--- config.mk ---
export PLATFORM = sky130hd
export DESIGN_NAME = mef_blend
export DESIGN_NICKNAME = d
export VERILOG_FILES = /design/src/mef_pkg.sv /design/src/mef_blend.sv
export SDC_FILE = /design/constraint.sdc
export NUM_CORES = 2
export LEC_CHECK = 0
export BUFFER_PORTS_ARGS = -buffer_cell sky130_fd_sc_hd__buf_2
export CORE_MARGIN = 10
export CORE_UTILIZATION = 30
export DETAILED_ROUTE_END_ITERATION = 12
export SLEW_MARGIN = 5
export SYNTH_ARGS = -nofsm -noshare
export SYNTH_HDL_FRONTEND = slang
export SYNTH_SLANG_ARGS = --single-unit
export TNS_END_PERCENT = 100
--- constraint.sdc ---
create_clock -name clk -period 9 [get_ports clk]
set_clock_uncertainty 0.05 [all_clocks]
set_input_delay 0.9 -clock clk [delete_from_list [all_inputs] [get_ports clk]]
set_output_delay 0.9 -clock clk [all_outputs]
set_load 0.005 [all_outputs]
--- src/mef_pkg.sv ---
`timescale 1ns / 1ps
package mef_pkg;

  localparam int SAMPLE_W  = 12;
  localparam int CH_W      = 2;
  localparam int FRAC_W    = 16;
  localparam int AVG_W     = SAMPLE_W + FRAC_W;
  localparam int LEN_W     = 7;
  localparam int WEIGHT_W  = 17;
  localparam int REG_IDX_W = 3;

  localparam int IN_DATA_W  = ((CH_W + SAMPLE_W + 7) / 8) * 8;
  localparam int OUT_DATA_W = ((CH_W + SAMPLE_W + AVG_W + 7) / 8) * 8;

  localparam logic [WEIGHT_W-1:0] ONE_Q16 = WEIGHT_W'(1) << FRAC_W;

  // Register indexes on the configuration port.
  localparam logic [REG_IDX_W-1:0] REG_WIN0   = 3'd0;
  localparam logic [REG_IDX_W-1:0] REG_WIN1   = 3'd1;
  localparam logic [REG_IDX_W-1:0] REG_WIN2   = 3'd2;
  localparam logic [REG_IDX_W-1:0] REG_SEED   = 3'd3;
  localparam logic [REG_IDX_W-1:0] REG_WEIGHT = 3'd4;

  localparam logic [LEN_W-1:0]    WIN0_RST   = 7'd11;
  localparam logic [LEN_W-1:0]    WIN1_RST   = 7'd21;
  localparam logic [LEN_W-1:0]    WIN2_RST   = 7'd51;
  localparam logic [LEN_W-1:0]    SEED_RST   = 7'd101;
  localparam logic [WEIGHT_W-1:0] WEIGHT_RST = 17'd655;

  localparam logic [0:0] KIND_SAMPLE = 1'b0;
  localparam logic [0:0] KIND_CLEAR  = 1'b1;

  // Control broadcast to every cell of the sorter chain.
  typedef struct packed {
    logic                insert;
    logic                shift;
    logic [SAMPLE_W-1:0] sample;
  } cell_ctl_t;

endpackage

--- src/mef_blend.sv ---
`timescale 1ns / 1ps
module mef_blend (
  input  logic                         clk,
  input  logic [mef_pkg::AVG_W-1:0]    avg,
  input  logic [mef_pkg::SAMPLE_W-1:0] median,
  input  logic [mef_pkg::WEIGHT_W-1:0] weight,
  output logic [mef_pkg::AVG_W-1:0]    avg_new
);
  import mef_pkg::*;

  localparam int P1_W  = AVG_W + WEIGHT_W;
  localparam int P2_W  = SAMPLE_W + WEIGHT_W;
  localparam int SUM_W = P1_W + 1;

  logic [WEIGHT_W-1:0] w_sat;
  logic [WEIGHT_W-1:0] w_inv;
  logic [P1_W-1:0]     p1;
  logic [P2_W-1:0]     p2;
  logic [SUM_W-1:0]    sum;

  assign w_sat = (weight > ONE_Q16) ? ONE_Q16 : weight;
  assign w_inv = ONE_Q16 - w_sat;
  assign sum   = SUM_W'(p1) + (SUM_W'(p2) << FRAC_W) + (SUM_W'(1) << (FRAC_W - 1));

  // Inputs are held steady by the controller; the products are registered first,
  // and the rounded sum is registered from them in the cycle after.
  always_ff @(posedge clk) begin
    p1      <= P1_W'(avg) * P1_W'(w_inv);
    p2      <= P2_W'(median) * P2_W'(w_sat);
    avg_new <= sum[FRAC_W +: AVG_W];
  end

endmodule

After elaboration in Yosys (flattened, before gate mapping)
Cells that the tools add are included.
Storage, ports and cells
  register bits: 100
  output and inout port bits: 28
  input port bits: 58
  logic and storage cells: 10
Operators by class
  $lt $le $gt $ge: 1
  add/subtract/negate cells: 3
  $mul: 2
  mux-type cells: 1
Operators with widths (number)
  $add 44x16->44 const B: 1
  $add 44x44->44: 1
  $mul 28x17->44: 1
  $mul 12x17->28: 1
  $gt 17x17->1 const B: 1
  $mux 17: 1
  $sub 17x17->17 const A: 1

Longest topological paths before layout
  depth in word-level cells: 4
  gate-level depth with buffers: 30
  depth with buffers taken out: 29

Least setup slack after synthesis
OpenSTA, ideal clock, no wires.
  path type: input port to flip-flop
  start point: input weight[16] (netlist bit)
  end point: register p1[33]
  library setup time: 0.124 ns
  stages on the path: 28
  data arrival time: 8.011 ns
  data required time: 8.826 ns
  buffers on the path: 3
  setup slack: 0.816 ns
  cell sequence: clkbuf_1 nor2b_1 clkbuf_1 inv_1 ha_1 o21ai_1 nor3_1 xnor2_1 clkbuf_1 nand2_1 fa_1 inv_1 fa_1 fa_1 fa_1 fa_1 inv_1 fa_1 inv_1 ha_1 a21o_1 a211oi_1 o21bai_1 nor3b_1 a21oi_1 a211oi_1 o21bai_1 xor2_1
On the way
  word-level cells in the longest chain between the ends: 4
RTL lines
  start: declaration: RTL line mef_blend.sv:6  | input logic [mef_pkg::WEIGHT_W-1:0] weight,
  $gt 17x17->1: RTL line mef_blend.sv:21  | assign w_sat = (weight > ONE_Q16) ? ONE_Q16 : weight;
  $mux 17 (*): RTL line mef_blend.sv:21
  $sub 17x17->17 (*): RTL line mef_blend.sv:22  | assign w_inv = ONE_Q16 - w_sat;
  $mul 28x17->44 (*): RTL line mef_blend.sv:28  | p1 <= P1_W'(avg) * P1_W'(w_inv);
  end signal: assignment: RTL line mef_blend.sv:28
  end: declaration: RTL line mef_blend.sv:17  | logic [P1_W-1:0] p1;
Every way passes the cells marked *; elsewhere a longest branch is shown, timed or not.

Worst setup path after layout
  start point: input weight[4] (netlist bit)
  end point: register p1[43]
The elaborated chain is that of the path after synthesis.

==> flow_summary.toml <==
[timing]
rsz0062_at_grt = "false"
fin_ws_ps = 430.8
tightestPinTransition_ps = 1145
setup_violations = 0
fmax_ghz = 0.1167
slew_headroom = 0.2326
fin_crit_sh = 0.9521
hold_viol = 0
min_period_ps = 8569
drv_slew = 0

[synthesis]
yosys-top-cells-area = "fa_1 44%, inv_1 11%, ha_1 10%, nand2_1 8.0%, dfxtp_1 6.9%"
yosysWarningCount = 0
synth_common_cells = "693 x inv_1, 536 x fa_1, 520 x nand2_1"
synthesis.nets = 3642
synthFlopType = "dfxtp_1"
yosys.area.top_type = "fa_1"
synth.cell_area_mm2 = 0.02452
synth_cell_types = 62
syn_inst = 2843
yosys.cell_count.top_type = "inv_1"
synth_edf_count = 0
synth_top_area_share = 0.4377
ys_seq_area_frac = 0.06941
async_flop_share = 0
synth_seq_cells = 85
synth_area_per_cell_um2 = 8.624

[drt]
ant_nets = 0
wire_per_inst_um = 16.39
drt-pass1-iter-count = 5
initialDrtViolationCount = 1019
avgViaCountPerCell = 4.671
drc_errors = 0
wl_um = 64590
vias = 18403

[grt]
gr-total-overflow = 0
grt_max_degree = 41
grt_pass1_vias = 20125
antenna_found_initial = 13
grt_pass1_wl_um = 106800
track_usage = 0.1423

[worst_hold_path]
hp-class = "reg2reg"

[place]
place_hpwl_um = 52180
pre_cts_ws_ps = -183.8
port_buffers = 85
gp_congestion = 0.8664

[clock_network]
numCtsBuffers = 9
clk_latency_ps = 350
numClockSinks = 85
htreeDepth = 3
clk_path_buf_depth = 2
cts_root_buffer = "clkbuf_16"
clk_pin_slew_ps = 70
cts_tree = "yes"
ctsHoldBuffers = 0

[worst_setup_path]
r2r-end = "avg_new[26]"
crit_cells = 30
cp-start-kind = "input port"
rr_startpoint = "p2[1]"
required_ps = 9190
path_buf_inv = 8
reg2reg_slack_ps = 5560
worstSetupEndpointType = "flop"
crit_path_start = "weight[4]"
crit_type = "in2reg"
cp_data_arrival_time_ps = 8760
crit_fanout = 10
max_stage_delay_ps = 550
endpoint = "p1[43]"
reg2reg_depth = 10
cp_top_family = "adder cells"
cpMostUsedCell = "fa_1"
slowest_stage = "fa_1"

[finish]
drive_gt1_frac = 0.06428
fillerInstances = 8492
nNetsFinal = 3672
area_growth_pct = 8.987
regArea_mm2 = 0.001702
multiInputGateArea_mm2 = 0.01986

[run_status]
outcome = "complete, no violations"

[die]
rows = 104
fp.dieH_um = 305.9
die_area_mm2 = 0.09356
dieWidth_um = 305.9
initial_core_util = 0.3034
num_io_pins = 86
core_mm2 = 0.08081

[run]
cap_viol_max_count = 0
==> cell families (layout without fill, tap and decap cells) <==
kind of cell	count (synthesis)	count (layout)	share of synthesized area
other	0	2	0
AO/OA/AOI/OAI	236	236	0.06252
XOR/XNOR	90	91	0.03460
adder cells (fa/ha/maj)	741	741	0.5423
flip-flops	85	85	0.06941
buffers and inverters	816	850	0.1256
AND/OR/NAND/NOR	874	874	0.1651
multiplexers	1	1	0.0004593
==> layout by cell type, fill, tap and decap left out, drive strengths merged, types with 15 or more instances in the layout <==
cell type  count
a21oi         72
nand2        521
ha           205
inv          697
and2         176
fa           536
buf          141
a21o          33
nor2          48
and3          29
nand3         15
nand2b        16
nor3          15
o21ai         40
dfxtp         85
xnor2         68
xor2          23
nor2b         22
a211oi        16
==> registers in the layout, summed over array words and instances, names as in the netlist <==
| register | cells |
|---|---|
| avg_new | 28 |
| p1 | 29 |
| p2 | 28 |
==> worst min path at each step <==
stage / start / endpoint / cells past startpoint
2_1_floorplan: p2[5] / avg_new[5] / 2
3_3_place_gp: p2[5] / avg_new[5] / 2
3_5_place_dp: p2[5] / avg_new[5] / 2
4_1_cts: p2[5] / avg_new[5] / 2
5_1_grt: p2[5] / avg_new[5] / 2
6_report: p2[5] / avg_new[5] / 2
==> worst register-to-register path: stages, from the launching register on <==
cell       delay [ps]
dfxtp_1           310
ha_1              330
o21ai_0            90
nor2_1            200
o21ai_0           260
o31ai_1           590
a31oi_1           200
buf_4             200
a2111oi_0         740
nor4_1            120
nand3b_1          220
==> per-stage QoR <==
step | std cells | cell area [µm²] | setup TNS, ps | hold WS (ps) | utilization
3_3_place_gp | 3920 | 26300 | -92.99 | 541.5 | 0.3255
5_1_grt | 3939 | 26720 | 0 | 586.5 | 0.3306
6_report | 3940 | 26720 | 0 | 547.9 | 0.3307
3_5_place_dp | 3920 | 26300 | -1589 | 535.1 | 0.3255
2_1_floorplan | 2843 | 24520 | 0 | 488.0 | -
4_1_cts | 3936 | 26630 | 0 | 551.6 | 0.3296
==> area by class of cell <==
cell class	instances	share of cell area
multi-input cells	1943	0.7434
inverters	693	0.09735
flip-flops and latches	85	0.06368
well taps	1060	0.04963
repair buffers	141	0.03353
clock buffers	9	0.008429
clock inverters	7	0.003840
diodes	2	0.0001873
==> layer usage <==
layer  routed length (µm)  GRT usage  vias to the layer above  share of wire
li1                     -          -                     8450              -
met1                27420     0.1801                     9370           0.42
met2                31230     0.2456                      463           0.48
met3                 4397    0.03198                      104          0.068
met4                 1428    0.03022                       16          0.022
met5                  107          0                        -         0.0017
==> what timing repair did <==
item                                    in CTS  in global routing
endpoints found under the setup margin       0                 17
resized for setup                            0                  8
buffers inserted                             0                  1
Power is not shown: default switching activity piles up to over one toggle a cycle in this logic, so the estimate is an artifact.
