### config.mk
export PLATFORM = sky130hd
export DESIGN_NAME = mef_cell
export DESIGN_NICKNAME = d
export VERILOG_FILES = /design/src/mef_pkg.sv /design/src/mef_cell.sv
export SDC_FILE = /design/constraint.sdc
export NUM_CORES = 1
export LEC_CHECK = 0
export BUFFER_PORTS_ARGS = -buffer_cell sky130_fd_sc_hd__clkbuf_2
export CAP_MARGIN = 0
export CELL_PAD_IN_SITES_DETAIL_PLACEMENT = 0
export CELL_PAD_IN_SITES_GLOBAL_PLACEMENT = 1
export CORE_MARGIN = 3
export CORE_UTILIZATION = 26
export CTS_CLUSTER_DIAMETER = 150
export DETAILED_ROUTE_END_ITERATION = 7
export PLACE_DENSITY = 0.81
export SETUP_SLACK_MARGIN = 0.02
export SLEW_MARGIN = 20
export SYNTH_ARGS = -nofsm -noshare
export SYNTH_HDL_FRONTEND = slang
export SYNTH_SLANG_ARGS = --single-unit
### constraint.sdc
create_clock -name clk -period 1.7 [get_ports clk]
set_input_delay 0.085 -clock clk [delete_from_list [all_inputs] [get_ports clk]]
set_output_delay 0.085 -clock clk [all_outputs]
set_load 0.005 [all_outputs]
### src/mef_pkg.sv
`timescale 1ns / 1ps
package mef_pkg;

  localparam int SAMPLE_W  = 12;
  localparam int CH_W      = 2;
  localparam int FRAC_W    = 16;
  localparam int AVG_W     = SAMPLE_W + FRAC_W;
  localparam int LEN_W     = 7;
  localparam int WEIGHT_W  = 17;
  localparam int REG_IDX_W = 3;

  localparam int IN_DATA_W  = ((CH_W + SAMPLE_W + 7) / 8) * 8;
  localparam int OUT_DATA_W = ((CH_W + SAMPLE_W + AVG_W + 7) / 8) * 8;

  localparam logic [WEIGHT_W-1:0] ONE_Q16 = WEIGHT_W'(1) << FRAC_W;

  // Register indexes on the configuration port.
  localparam logic [REG_IDX_W-1:0] REG_WIN0   = 3'd0;
  localparam logic [REG_IDX_W-1:0] REG_WIN1   = 3'd1;
  localparam logic [REG_IDX_W-1:0] REG_WIN2   = 3'd2;
  localparam logic [REG_IDX_W-1:0] REG_SEED   = 3'd3;
  localparam logic [REG_IDX_W-1:0] REG_WEIGHT = 3'd4;

  localparam logic [LEN_W-1:0]    WIN0_RST   = 7'd11;
  localparam logic [LEN_W-1:0]    WIN1_RST   = 7'd21;
  localparam logic [LEN_W-1:0]    WIN2_RST   = 7'd51;
  localparam logic [LEN_W-1:0]    SEED_RST   = 7'd101;
  localparam logic [WEIGHT_W-1:0] WEIGHT_RST = 17'd655;

  localparam logic [0:0] KIND_SAMPLE = 1'b0;
  localparam logic [0:0] KIND_CLEAR  = 1'b1;

  // Control broadcast to every cell of the sorter chain.
  typedef struct packed {
    logic                insert;
    logic                shift;
    logic [SAMPLE_W-1:0] sample;
  } cell_ctl_t;

endpackage

### src/mef_cell.sv
`timescale 1ns / 1ps
module mef_cell #(
  parameter int CW  = 7,
  parameter int IDX = 0
) (
  input  logic                         clk,
  input  mef_pkg::cell_ctl_t           ctl,
  input  logic [CW-1:0]                count,
  input  logic [mef_pkg::SAMPLE_W-1:0] left_val,
  input  logic                         left_gt,
  input  logic [mef_pkg::SAMPLE_W-1:0] right_val,
  output logic [mef_pkg::SAMPLE_W-1:0] value,
  output logic                         gt
);
  import mef_pkg::*;

  logic occ;

  assign occ = (32'(count) > IDX);
  assign gt  = occ && (value > ctl.sample);

  // On insert, a cell takes its left neighbor when that one moves up, takes
  // the new sample at the insertion point, and otherwise keeps its value.
  always_ff @(posedge clk) begin
    if (ctl.insert) begin
      if (left_gt) begin
        value <= left_val;
      end else if (gt || !occ) begin
        value <= ctl.sample;
      end
    end else if (ctl.shift) begin
      value <= right_val;
    end
  end

endmodule

Word-level counts from Yosys, hierarchy flattened --
Cells that the tools add are included.
Word-level totals: word-level logic and storage cells 13, input bits 47, register bits after elaboration 12, output and inout port bits 13
Operators by class: mux-type cells 4, $lt $le $gt $ge 2, reduce and logical (&&, ||, !) cells 5, equal/unequal tests 1
Operator list (count):
- $mux 12 | 4
- $gt 12x12->1 | 1
- $gt 7x1->1 const B | 1
- $ne 3x1->1 const B | 1
- $reduce_and 2->1 | 1
- $reduce_bool 2->1 | 1
- $logic_and 1x1->1 | 1
- $logic_not 1->1 | 1
- $logic_or 1x1->1 | 1

Longest topological paths before layout --
Gate-level depths: netlist of run 1.
word-level depth 6, depth in mapped cells 7, depth with buffers taken out 7

Worst setup path before layout of run 1 --
Ideal clock, no wire load.
path kind flip-flop to flip-flop, from register value[1] (netlist name), to register value[0] (netlist name) (enable), setup time 0.321 ns, cell stages (with the launch flop) 7, data required time 1.379 ns, path buffers 0, arrival time 1.555 ns, setup slack -0.175 ns, period minus slack after synthesis 1.875 ns, path through edfxtp_1 -> ha_1 -> nor2b_1 -> o211ai_1 -> a211o_1 -> a31oi_1 -> o22a_2
Between the ends: word-level cells in the longest chain between the ends 5
Ends and longest elaborated chain:
- from (decl) | RTL line mef_cell.sv:12 | output logic [mef_pkg::SAMPLE_W-1:0] value,
- from (signal assigned) | RTL line mef_cell.sv:27 | value <= left_val;
- from (signal assigned) | RTL line mef_cell.sv:29 | value <= ctl.sample;
- from (signal assigned) | RTL line mef_cell.sv:32 | value <= right_val;
- $gt 12x12->1 | RTL line mef_cell.sv:20 | assign gt = occ && (value > ctl.sample);
- $logic_and 1x1->1 | RTL line mef_cell.sv:20
- $logic_or 1x1->1 | RTL line mef_cell.sv:28 | end else if (gt || !occ) begin
- $ne 3x1->1 (no source line)
- $reduce_and 2->1 (no source line)
Every way passes these cells. A chain may end at the register's enable or synchronous reset.

Worst setup path in the final report of run 1 --
from register value[9] (netlist name), to output port gt
Between the ends: word-level cells in the longest chain between the ends 2
Ends and longest elaborated chain:
- $gt 12x12->1 | RTL line mef_cell.sv:20
- $logic_and 1x1->1 | RTL line mef_cell.sv:20
- to (decl) | RTL line mef_cell.sv:13 | output logic gt
Every way passes these cells.

==> impl_metrics.yaml, run 1 <==
floorplanning:
  ios: 60
  core_region_area_sq_mm: 0.00342
  die_x_um: 66.1
  fp.dieH_um: 66.1
  floorplan.initialDensity: 0.275
  row_count: 21
  die-area_sq_mm: 0.00437
final_layout:
  multi_input_logic_area_sq_um: 548
  regArea_sq_um: 360
  diodes: 0
  final_util: 0.422
  mostFrequentLayoutCells: "clkbuf_2, a21oi_1"
  final_common_cell: "clkbuf_2"
  design_area_sq_mm: 0.00144
  num-fill-cells: 345
  largest_register_ff_count: 12
  areaGrowthSynthToFinish_pct: 53.7
  drive_gt1_frac: 0.474
  nNetsFinal: 231
  largest_register: "value"
  largest_registers: "value: 12 flops"
clock_tree:
  number_of_buffers_added_to_fix_hold_violations_after_cts: 0
  numCtsBuffers: 3
  cts.path.max_buffers: 2
  cts.reportedPaths.clkPinSlew_ps: 70
  ctsHtreeMaxLevel: 1
  tritoncts: "yes"
  cts-root-buf: "clkbuf_4"
  numClockSinks: 12
  clock_latency_late_sink_ps: 270
synthesis:
  dominant_combinational_cell_family_by_area_after_synthesis: "adder cells"
  synth_xor_xnor_area_share: 0
  postSynthRegisterBits: 12
  synthFlopType: "edfxtp_1"
  ys_async_sr_fraction: 0
  yosysWarningCount: 0
  synthAdderAreaFrac: 0.160
  synth_area_sq_um: 938
  syn-num-nets: 158
  netlist-cell-type-count: 22
  synth_compound_area_frac: 0.131
  netlist_instances: 99
  synth.mux.area_fraction: 0.128
  synth.avg_cell_area_sq_um: 9.48
  number_of_enable_type_register_cells_in_the_synthesized_netlist: 12
  post_synthesis_share_of_cell_area_spent_on_and_or_nand_and_nor_gates: 0.132
  ys_seq_area_frac: 0.384
worst_setup_path:
  path_delay_family: "compound AO/OA/AOI/OAI gates"
  crit_path_max_incr_delay_ps: 410
  critPathMaxFanout: 3
  critical_path_cell_count: 6
  cp_slowest_cell: "edfxtp_1"
  crit_path_end_kind: "output pin"
  worst_r2r_startpoint: "value[9]$_DFFE_PP_"
  critical_path_required_ps: 1620
  path_cells: "ha_1 > nand4_1 > a211o_1 > a31oi_2 > and2_2 > clkbuf_2"
  crit_end: "gt"
  reg2reg_setup_slack_ps: -270
  cp_data_arrival_time_ps: 1910
  worstPathBufferInverterCount: 1
  cp-start-kind: "flop"
  critPathLaunch: "value[9]$_DFFE_PP_"
  r2r.worst_path.cells: 6
  timing.rr.end: "value[1]$_DFFE_PP_"
  critical_path_class: "flop to output pin"
global_route:
  first_global_vias: 966
  grt_pass1_wl_um: 4160
  grt_usage: 0.125
  leftover_overflow_at_the_end_of_global_routing: 0
  grt_start_max_net_pins: 19
  antenna_found_initial: 0
timing:
  post-route-min-period_ps: 2000
  post-route-period-util: 1.17
  post-route-worst-setup-slack_ps: -297
  max-slew-margin-rel: 0.878
  report.final.setup_viol: 13
  worst_clock_skew_ps: 6.81
  grt_setup_unrepaired: "yes"
  fin_hold_ws_ps: 134
  fmaxAchievable_mhz: 501
  worstMarginPinSlew_ps: 182
  final_hold_viol_count: 0
  finalMaxSlewViolations: 0
power_and_ir_drop:
  power_per_cell_area_mw_per_mm2: 614
  leakage_uw: 0.000750
  worst_ir_drop_vdd_uv: 334
  fin_total_pwr_uw: 885
routing:
  num_vias: 961
  detail_route.iter0.violations: 22
  detail_route.wirelength_um: 2650
  final_antenna_net_count: 0
  router_iterations_before_antenna_repair: 4
  drt-wirelength-per-cell_um: 12.2
  detail_route.drc_violations: 0
  viasPerCell: 4.43
place:
  placed_area_sq_mm: 0.00138
  port_buffers: 59
  dp.final_hpwl_um: 2230
  finalWeightedCongestion: 0.800
min_path:
  hold_class: "primary input to flop"
outcome:
  failed_checks: "negative setup slack"
  outcome: "finished, violations left"
flow_run:
  drv.max_cap_violation_count: 0
## synth_stat cells (2+ instances only)
cell,number,area [sq um]
or4_1,2,15.0
ha_1,12,150
nand4_1,3,18.8
inv_1,12,45.0
nor2_1,12,45.0
mux2i_1,12,120
edfxtp_1,12,360
nand2_1,2,7.51
a21oi_1,17,85.1
clkbuf_1,3,11.3
## per-stage QoR
stage	setup slack [ps]	setup TNS (ps)	instances
4_1_cts	-300	-3670	217
6_report	-297	-3440	217
5_1_grt	-393	-4550	217
2_1_floorplan	-175	-2110	99
3_5_place_dp	-305	-3710	212
3_3_place_gp	-184	-2210	212
## worst min-delay path by stage
stage | start | endpoint | slack (ps) | cells after the start
6_report | right_val[11] | value[11]$_DFFE_PP_ | 130 | 3
5_1_grt | right_val[4] | value[4]$_DFFE_PP_ | 150 | 3
4_1_cts | right_val[0] | value[0]$_DFFE_PP_ | 130 | 3
3_5_place_dp | right_val[0] | value[0]$_DFFE_PP_ | 410 | 3
3_3_place_gp | right_val[0] | value[0]$_DFFE_PP_ | 420 | 3
2_1_floorplan | right_val[10] | value[10]$_DFFE_PP_ | 310 | 2
## timing repair
item,4_1_cts,5_1_grt
buffers inserted,1,0
endpoints found under the setup margin,13,13
resized for setup,2,3
pin swaps,1,2
## area by class of cell
| class | instances | area share |
|---|---|---|
| multi-input combinational | 71 | 0.380 |
| timing repair buffer | 72 | 0.281 |
| sequential | 12 | 0.250 |
| tap | 46 | 0.0399 |
| inverter | 12 | 0.0312 |
| clock buffer | 3 | 0.0156 |
| clock inverter | 1 | 0.00260 |
## power by group
part           switching, uW  internal [uW]
registers               18.4            367
clock network           89.8           85.0
logic                    145            179
total                    254            631
## metal layers
layer | global-route usage | part of all wire | vias up
met1 | 0.144 | 0.40 | 409
met5 | 0 | 0 | -
met2 | 0.220 | 0.49 | 47
met3 | 0.0510 | 0.11 | 2
li1 | - | - | 503
met4 | 0.0228 | 0.0030 | 0
## worst register-to-register path, cell delays in order (launching register included)
cell	delay [ps]
edfxtp_1	410
ha_1	320
nand4_1	160
a211o_1	320
a31oi_2	160
o22a_2	180
buf_12	130
## cells by family (layout without fill, tap and decap cells)
group	Yosys count	count (layout)
buffers and inverters	16	88
AO/OA/AOI/OAI	22	22
adder cells (fa/ha/maj)	12	12
AND/OR/NAND/NOR	25	25
multiplexers	12	12
flip-flops	12	12
(Power assumes the default switching activity.)
==> run 2: changes to the inputs <==
--- a/config.mk
+++ b/config.mk
@@ -5,15 +5,17 @@
 export SDC_FILE = /design/constraint.sdc
 export NUM_CORES = 1
 export LEC_CHECK = 0
+export ABC_AREA = 1
 export BUFFER_PORTS_ARGS = -buffer_cell sky130_fd_sc_hd__clkbuf_2
 export CAP_MARGIN = 0
 export CELL_PAD_IN_SITES_DETAIL_PLACEMENT = 0
 export CELL_PAD_IN_SITES_GLOBAL_PLACEMENT = 1
 export CORE_MARGIN = 3
-export CORE_UTILIZATION = 26
+export CORE_UTILIZATION = 28
 export CTS_CLUSTER_DIAMETER = 150
 export DETAILED_ROUTE_END_ITERATION = 7
-export PLACE_DENSITY = 0.81
+export PLACE_DENSITY = 0.85
+export REMOVE_ABC_BUFFERS = 1
 export SETUP_SLACK_MARGIN = 0.02
 export SLEW_MARGIN = 20
 export SYNTH_ARGS = -nofsm -noshare
==> constraint.sdc (replaced) <==
create_clock -name clk -period 2.21 [get_ports clk]
set_input_delay 0.1105 -clock clk [delete_from_list [all_inputs] [get_ports clk]]
set_output_delay 0.1105 -clock clk [all_outputs]
set_load 0.005 [all_outputs]
==> impl_metrics.yaml, run 2 <==
worst_setup_path:
  critical_path_required_ps: 2100
  critPathLaunch: "value[11]$_DFFE_PP_"
  cp_slowest_cell: "edfxtp_1"
  critPathMaxFanout: 2
  cpMostUsedCell: "nand2_1"
  crit_path_end_kind: "output pin"
  cp-start-kind: "flop"
  critical_path_class: "flop to output pin"
  cp_data_arrival_time_ps: 1710
  r2r.worst_path.cells: 10
  path_cells: "ha_1 > nand2_1 > inv_2 > nand2_2 > nor2_2 > nand2_1 > nand3_1 > nand2_1 > nor2_1 > clkbuf_2"
  worst_r2r_startpoint: "value[11]$_DFFE_PP_"
  crit_path_max_incr_delay_ps: 400
final_layout:
  final_common_cell: "clkbuf_2"
  mostFrequentLayoutCells: "clkbuf_2, nand2_1, o21ai_0, inv_1, nor2_1"
  fin_cells: 238
  diodes: 0
  drive_gt1_frac: 0.366
  regArea_sq_um: 360
  largest_registers: "value: 12 flops"
  multi_input_logic_area_sq_um: 527
  largest_register_ff_count: 12
  largest_register: "value"
  areaGrowthSynthToFinish_pct: 37.9
  nNetsFinal: 255
  num-fill-cells: 357
  final_util: 0.426
flow_run:
  drv.max_cap_violation_count: 0
routing:
  router_iterations_before_antenna_repair: 4
  final_antenna_net_count: 0
  detail_route.wirelength_um: 2670
  drt-wirelength-per-cell_um: 11.2
  num_vias: 1034
  viasPerCell: 4.34
  detail_route.drc_violations: 0
  detail_route.iter0.violations: 27
power_and_ir_drop:
  power_frac_clock: 0.207
  p_int_uw: 452
  leakage_uw: 0.000762
  switching_power_summed_over_all_nets_uw: 203
  share_seq_of_total_power: 0.458
  netSwitchingFraction: 0.310
  power_per_cell_area_mw_per_mm2: 480
  p_comb_frac: 0.336
  worst_ir_drop_vdd_uv: 256
clock_tree:
  cts-root-buf: "clkbuf_4"
  numClockSinks: 12
  ctsHtreeMaxLevel: 1
  numCtsBuffers: 3
  cells_resized_by_post_cts_repair: 0
  clock_latency_late_sink_ps: 270
  cts.reportedPaths.clkPinSlew_ps: 70
  tritoncts: "yes"
  number_of_buffers_added_to_fix_hold_violations_after_cts: 0
  cts.path.max_buffers: 2
  post_cts_buffers: 0
timing:
  setup_total_negative_slack_ps: 0
  post-route-min-period_ps: 1820
  report.final.setup_viol: 0
  grt_setup_unrepaired: "no"
  worst_clock_skew_ps: 3.68
  fmaxAchievable_mhz: 550
  final_hold_viol_count: 0
  post-route-period-util: 0.822
  max-slew-margin-rel: 0.724
  worstMarginPinSlew_ps: 413
  finalMaxSlewViolations: 0
outcome:
  outcome: "finished clean"
floorplanning:
  ios: 60
  floorplan.initialDensity: 0.309
  core_region_area_sq_mm: 0.00320
  row_count: 20
  fp.dieH_um: 65.5
  die_x_um: 65.5
  die-area_sq_mm: 0.00428
synthesis:
  number_of_enable_type_register_cells_in_the_synthesized_netlist: 12
  synth_top_cells_by_area: "edfxtp_1, ha_1, o21ai_0, nand2_1, inv_1"
  netlist-cell-type-count: 20
  netlist_instances: 133
  synth.avg_cell_area_sq_um: 7.44
  yosys.cell_count.top_type: "nand2_1"
  yosysWarningCount: 0
  ys_async_sr_fraction: 0
  ys_seq_area_frac: 0.364
  yosysTopAreaCellShare: 0.364
  synth_largest_area_cell: "edfxtp_1"
  synth.top_cells.by_count: "nand2_1, o21ai_0, inv_1, nor2_1"
  synthFlopType: "edfxtp_1"
  postSynthRegisterBits: 12
  synth_area_sq_um: 990
global_route:
  grt_start_max_net_pins: 15
  grt_usage: 0.134
  grt_pass1_wl_um: 4470
  first_global_vias: 1033
  antenna_found_initial: 0
  leftover_overflow_at_the_end_of_global_routing: 0
place:
  port_buffers: 59
  place_inst: 235
  finalWeightedCongestion: 0.749
  dp.final_hpwl_um: 2320
min_path:
  min_delay_path_depth: 3
  hold_class: "primary input to flop"
  worstHoldStart: "right_val[2]"
## run 2: routing by layer
metal / part of all wire / GRT usage / up-vias / routed length [um]
li1: - / - / 558 / -
met1: 0.43 / 0.167 / 441 / 1150
met2: 0.49 / 0.244 / 35 / 1310
met3: 0.078 / 0.0325 / 0 / 207
met4: 0 / 0.00777 / 0 / 0
met5: 0 / 0 / - / 0
## run 2: critical path, delay by kind of cell (launching register included)
kind / cells / cell delay [ps]
buffers and inverters: 2 / 180
adders and majority gates: 1 / 320
and+or+nand+nor: 7 / 560
DFF: 1 / 400
## run 2: layout make-up
type | instances | area share
clock buffer | 3 | 0.0165
inverter | 22 | 0.0605
multi-input combinational | 95 | 0.386
sequential | 12 | 0.264
tap | 44 | 0.0403
timing repair buffer | 62 | 0.233
## run 2: final timing paths
check,endpoint,slack [ps]
worst min-delay path,value[2]$_DFFE_PP_,120
worst max register to register,value[1]$_DFFE_PP_,400
worst min register to register,value[7]$_DFFE_PP_,1110
worst max-delay path,gt,390
## run 2: power by group through the flow
| stage | Clock (uW) | Combinational [uW] | Sequential [uW] |
|---|---|---|---|
| floorplan | 0 | 108 | 305 |
| global placement | 0 | 222 | 303 |
| detailed placement | 0 | 223 | 305 |
| CTS | 139 | 225 | 300 |
| global route | 153 | 257 | 304 |
| finish | 135 | 220 | 300 |
## run 2: stage by stage
stage	total power [uW]	hold slack, ps	worst slack, ps	cell area (sq um)
2_1_floorplan	413	302	276	970
3_3_place_gp	525	400	467	1340
3_5_place_dp	529	397	411	1340
4_1_cts	665	115	379	1370
5_1_grt	714	131	199	1370
6_report	655	119	392	1370
## run 2: logic make-up after synthesis
logic type / after synthesis / synth area share
flip-flops: 12 / 0.364
buffers and inverters: 26 / 0.104
AO/OA/AOI/OAI: 29 / 0.154
AND/OR/NAND/NOR: 54 / 0.226
adder cells (fa/ha/maj): 12 / 0.152
==> run 3: changes to the inputs <==
==> constraint.sdc (replaced) <==
create_clock -name clk -period 1.8 [get_ports clk]
set_input_delay 0.09 -clock clk [delete_from_list [all_inputs] [get_ports clk]]
set_output_delay 0.09 -clock clk [all_outputs]
set_load 0.005 [all_outputs]
==> impl_metrics.yaml, run 3 (synthesis results as in run 2) <==
outcome:
  outcome: "finished clean"
clock_tree:
  tritoncts: "yes"
  numCtsBuffers: 3
  ctsHtreeMaxLevel: 1
  clock_latency_late_sink_ps: 280
  numClockSinks: 12
  cts.reportedPaths.clkPinSlew_ps: 80
  number_of_buffers_added_to_fix_hold_violations_after_cts: 0
  cts-root-buf: "clkbuf_4"
  cts.path.max_buffers: 2
global_route:
  grt_start_max_net_pins: 15
  leftover_overflow_at_the_end_of_global_routing: 0
  first_global_vias: 1048
  grt_pass1_wl_um: 4430
  grt_usage: 0.130
  antenna_found_initial: 0
worst_setup_path:
  cp_data_arrival_time_ps: 1710
  timing.rr.end: "value[10]$_DFFE_PP_"
  critical_path_required_ps: 1710
  reg2reg_setup_slack_ps: 0.03
  path_delay_family: "flip-flops"
  critPathMaxFanout: 2
  cp-start-kind: "flop"
  crit_path_max_incr_delay_ps: 440
  r2r.worst_path.cells: 10
  crit_path_end_kind: "output pin"
  cp_slowest_cell: "edfxtp_1"
  critPathLaunch: "value[11]$_DFFE_PP_"
  path_cells: "ha_4 > a21o_2 > nor2_1 > nand3_2 > nand2_2 > nor2_2 > buf_2"
  critical_path_cell_count: 7
  critical_path_class: "flop to output pin"
  worst_r2r_startpoint: "value[10]$_DFFE_PP_"
  crit_end: "gt"
  worstPathBufferInverterCount: 1
timing:
  worstMarginPinSlew_ps: 384
  final_hold_viol_count: 0
  post-route-min-period_ps: 1800
  finalMaxSlewViolations: 0
  fmaxAchievable_mhz: 556
  max-slew-margin-rel: 0.744
  grt_setup_unrepaired: "yes"
  worst_clock_skew_ps: 2.83
  report.final.setup_viol: 0
  post-route-period-util: 1.00
  fin_hold_ws_ps: 88.7
final_layout:
  mostFrequentLayoutCells: "clkbuf_2, nand2_1, o21ai_0, inv_1, nor2_1"
  largest_register_ff_count: 12
  areaGrowthSynthToFinish_pct: 53.2
  final_common_cell: "clkbuf_2"
  nNetsFinal: 261
  largest_register: "value"
  diodes: 0
  drive_gt1_frac: 0.438
  fin_cells: 245
  largest_registers: "value: 12 flops"
routing:
  viasPerCell: 4.40
  detail_route.drc_violations: 0
  detail_route.iter0.violations: 20
  final_antenna_net_count: 0
  detail_route.wirelength_um: 2850
  router_iterations_before_antenna_repair: 4
  num_vias: 1077
  drt-wirelength-per-cell_um: 11.6
power_and_ir_drop:
  netSwitchingFraction: 0.323
  switching_power_summed_over_all_nets_uw: 289
  p_comb_frac: 0.381
  share_seq_of_total_power: 0.419
  leakage_uw: 0.000805
  worst_ir_drop_vdd_uv: 322
  p_int_uw: 604
  power_frac_clock: 0.201
  power_per_cell_area_mw_per_mm2: 588
floorplanning:
  ios: 60
  row_count: 20
  die_x_um: 65.5
  fp.dieH_um: 65.5
  core_region_area_sq_mm: 0.00320
  die-area_sq_mm: 0.00428
  floorplan.initialDensity: 0.309
place:
  port_buffers: 59
  place_inst: 236
  finalWeightedCongestion: 0.747
  dp.final_hpwl_um: 2180
min_path:
  min_delay_path_depth: 3
  hold_class: "primary input to flop"
flow_run:
  drv.max_cap_violation_count: 0
[run 3: changes by cell type in the layout (fill, tap and decap cells not counted), moves of 2 or more]
cell     before  now
buf_4         3    7
nand2_2       1    3
buf_6         0    2
ha_1         12    7
nand2_1      28   25
ha_4          0    5
[run 3: final cells by class]
| cell class | instances | area (sq um) |
|---|---|---|
| fillers | 359 | 1690 |
| multi-input cells | 95 | 622 |
| repair buffers | 68 | 370 |
| flip-flops and latches | 12 | 360 |
| inverters | 22 | 82.6 |
| well taps | 44 | 55.1 |
| clock buffers | 3 | 22.5 |
| clock inverters | 1 | 3.75 |
[run 3: repair_timing]
action	4_1_cts	5_1_grt
resized for setup	4	13
setup buffers	2	3
pin swaps	7	10
setup endpoints to repair	13	13
[run 3: power groups by stage]
stage	sequential, uW	combinational (uW)	clock, uW
floorplan	375	132	0
global placement	373	275	0
detailed placement	374	276	0
CTS	368	294	178
global route	378	391	191
finish	374	340	179
[run 3: worst min-delay path by stage]
stage,startpoint,end,slack (ps)
floorplan,right_val[0],value[0]$_DFFE_PP_,280
global placement,right_val[4],value[4]$_DFFE_PP_,380
detailed placement,right_val[10],value[10]$_DFFE_PP_,380
CTS,right_val[1],value[1]$_DFFE_PP_,100
global route,right_val[0],value[0]$_DFFE_PP_,100
finish,right_val[8],value[8]$_DFFE_PP_,90
[run 3: worst register-to-register path, stage by stage (launching register included)]
cell      delay [ps]
edfxtp_1         440
ha_4             310
nand2_4           50
inv_2             40
nand2_2           60
nor2_4           110
nand2_1           70
nand3_2           60
nand2_2           80
a21oi_4          150
buf_6            150
[run 3: layer usage]
| metal | GRT usage | share of wire |
|---|---|---|
| met1 | 0.166 | 0.43 |
| met2 | 0.226 | 0.47 |
| met3 | 0.0308 | 0.086 |
| met4 | 0.0155 | 0.013 |
| met5 | 0 | 0 |
[run 3: per-stage QoR]
| step | power [uW] | utilization | area, sq um | TNS, ps | setup WS [ps] |
|---|---|---|---|---|---|
| floorplan | 507 | - | 970 | -1600 | -134 |
| global placement | 648 | 0.421 | 1350 | 0 | 34.5 |
| detailed placement | 650 | 0.421 | 1350 | -46.6 | -8.00 |
| CTS | 839 | 0.441 | 1410 | -88.1 | -14.8 |
| global route | 960 | 0.473 | 1520 | -1210 | -100 |
| finish | 892 | 0.473 | 1520 | 0 | 0.0251 |
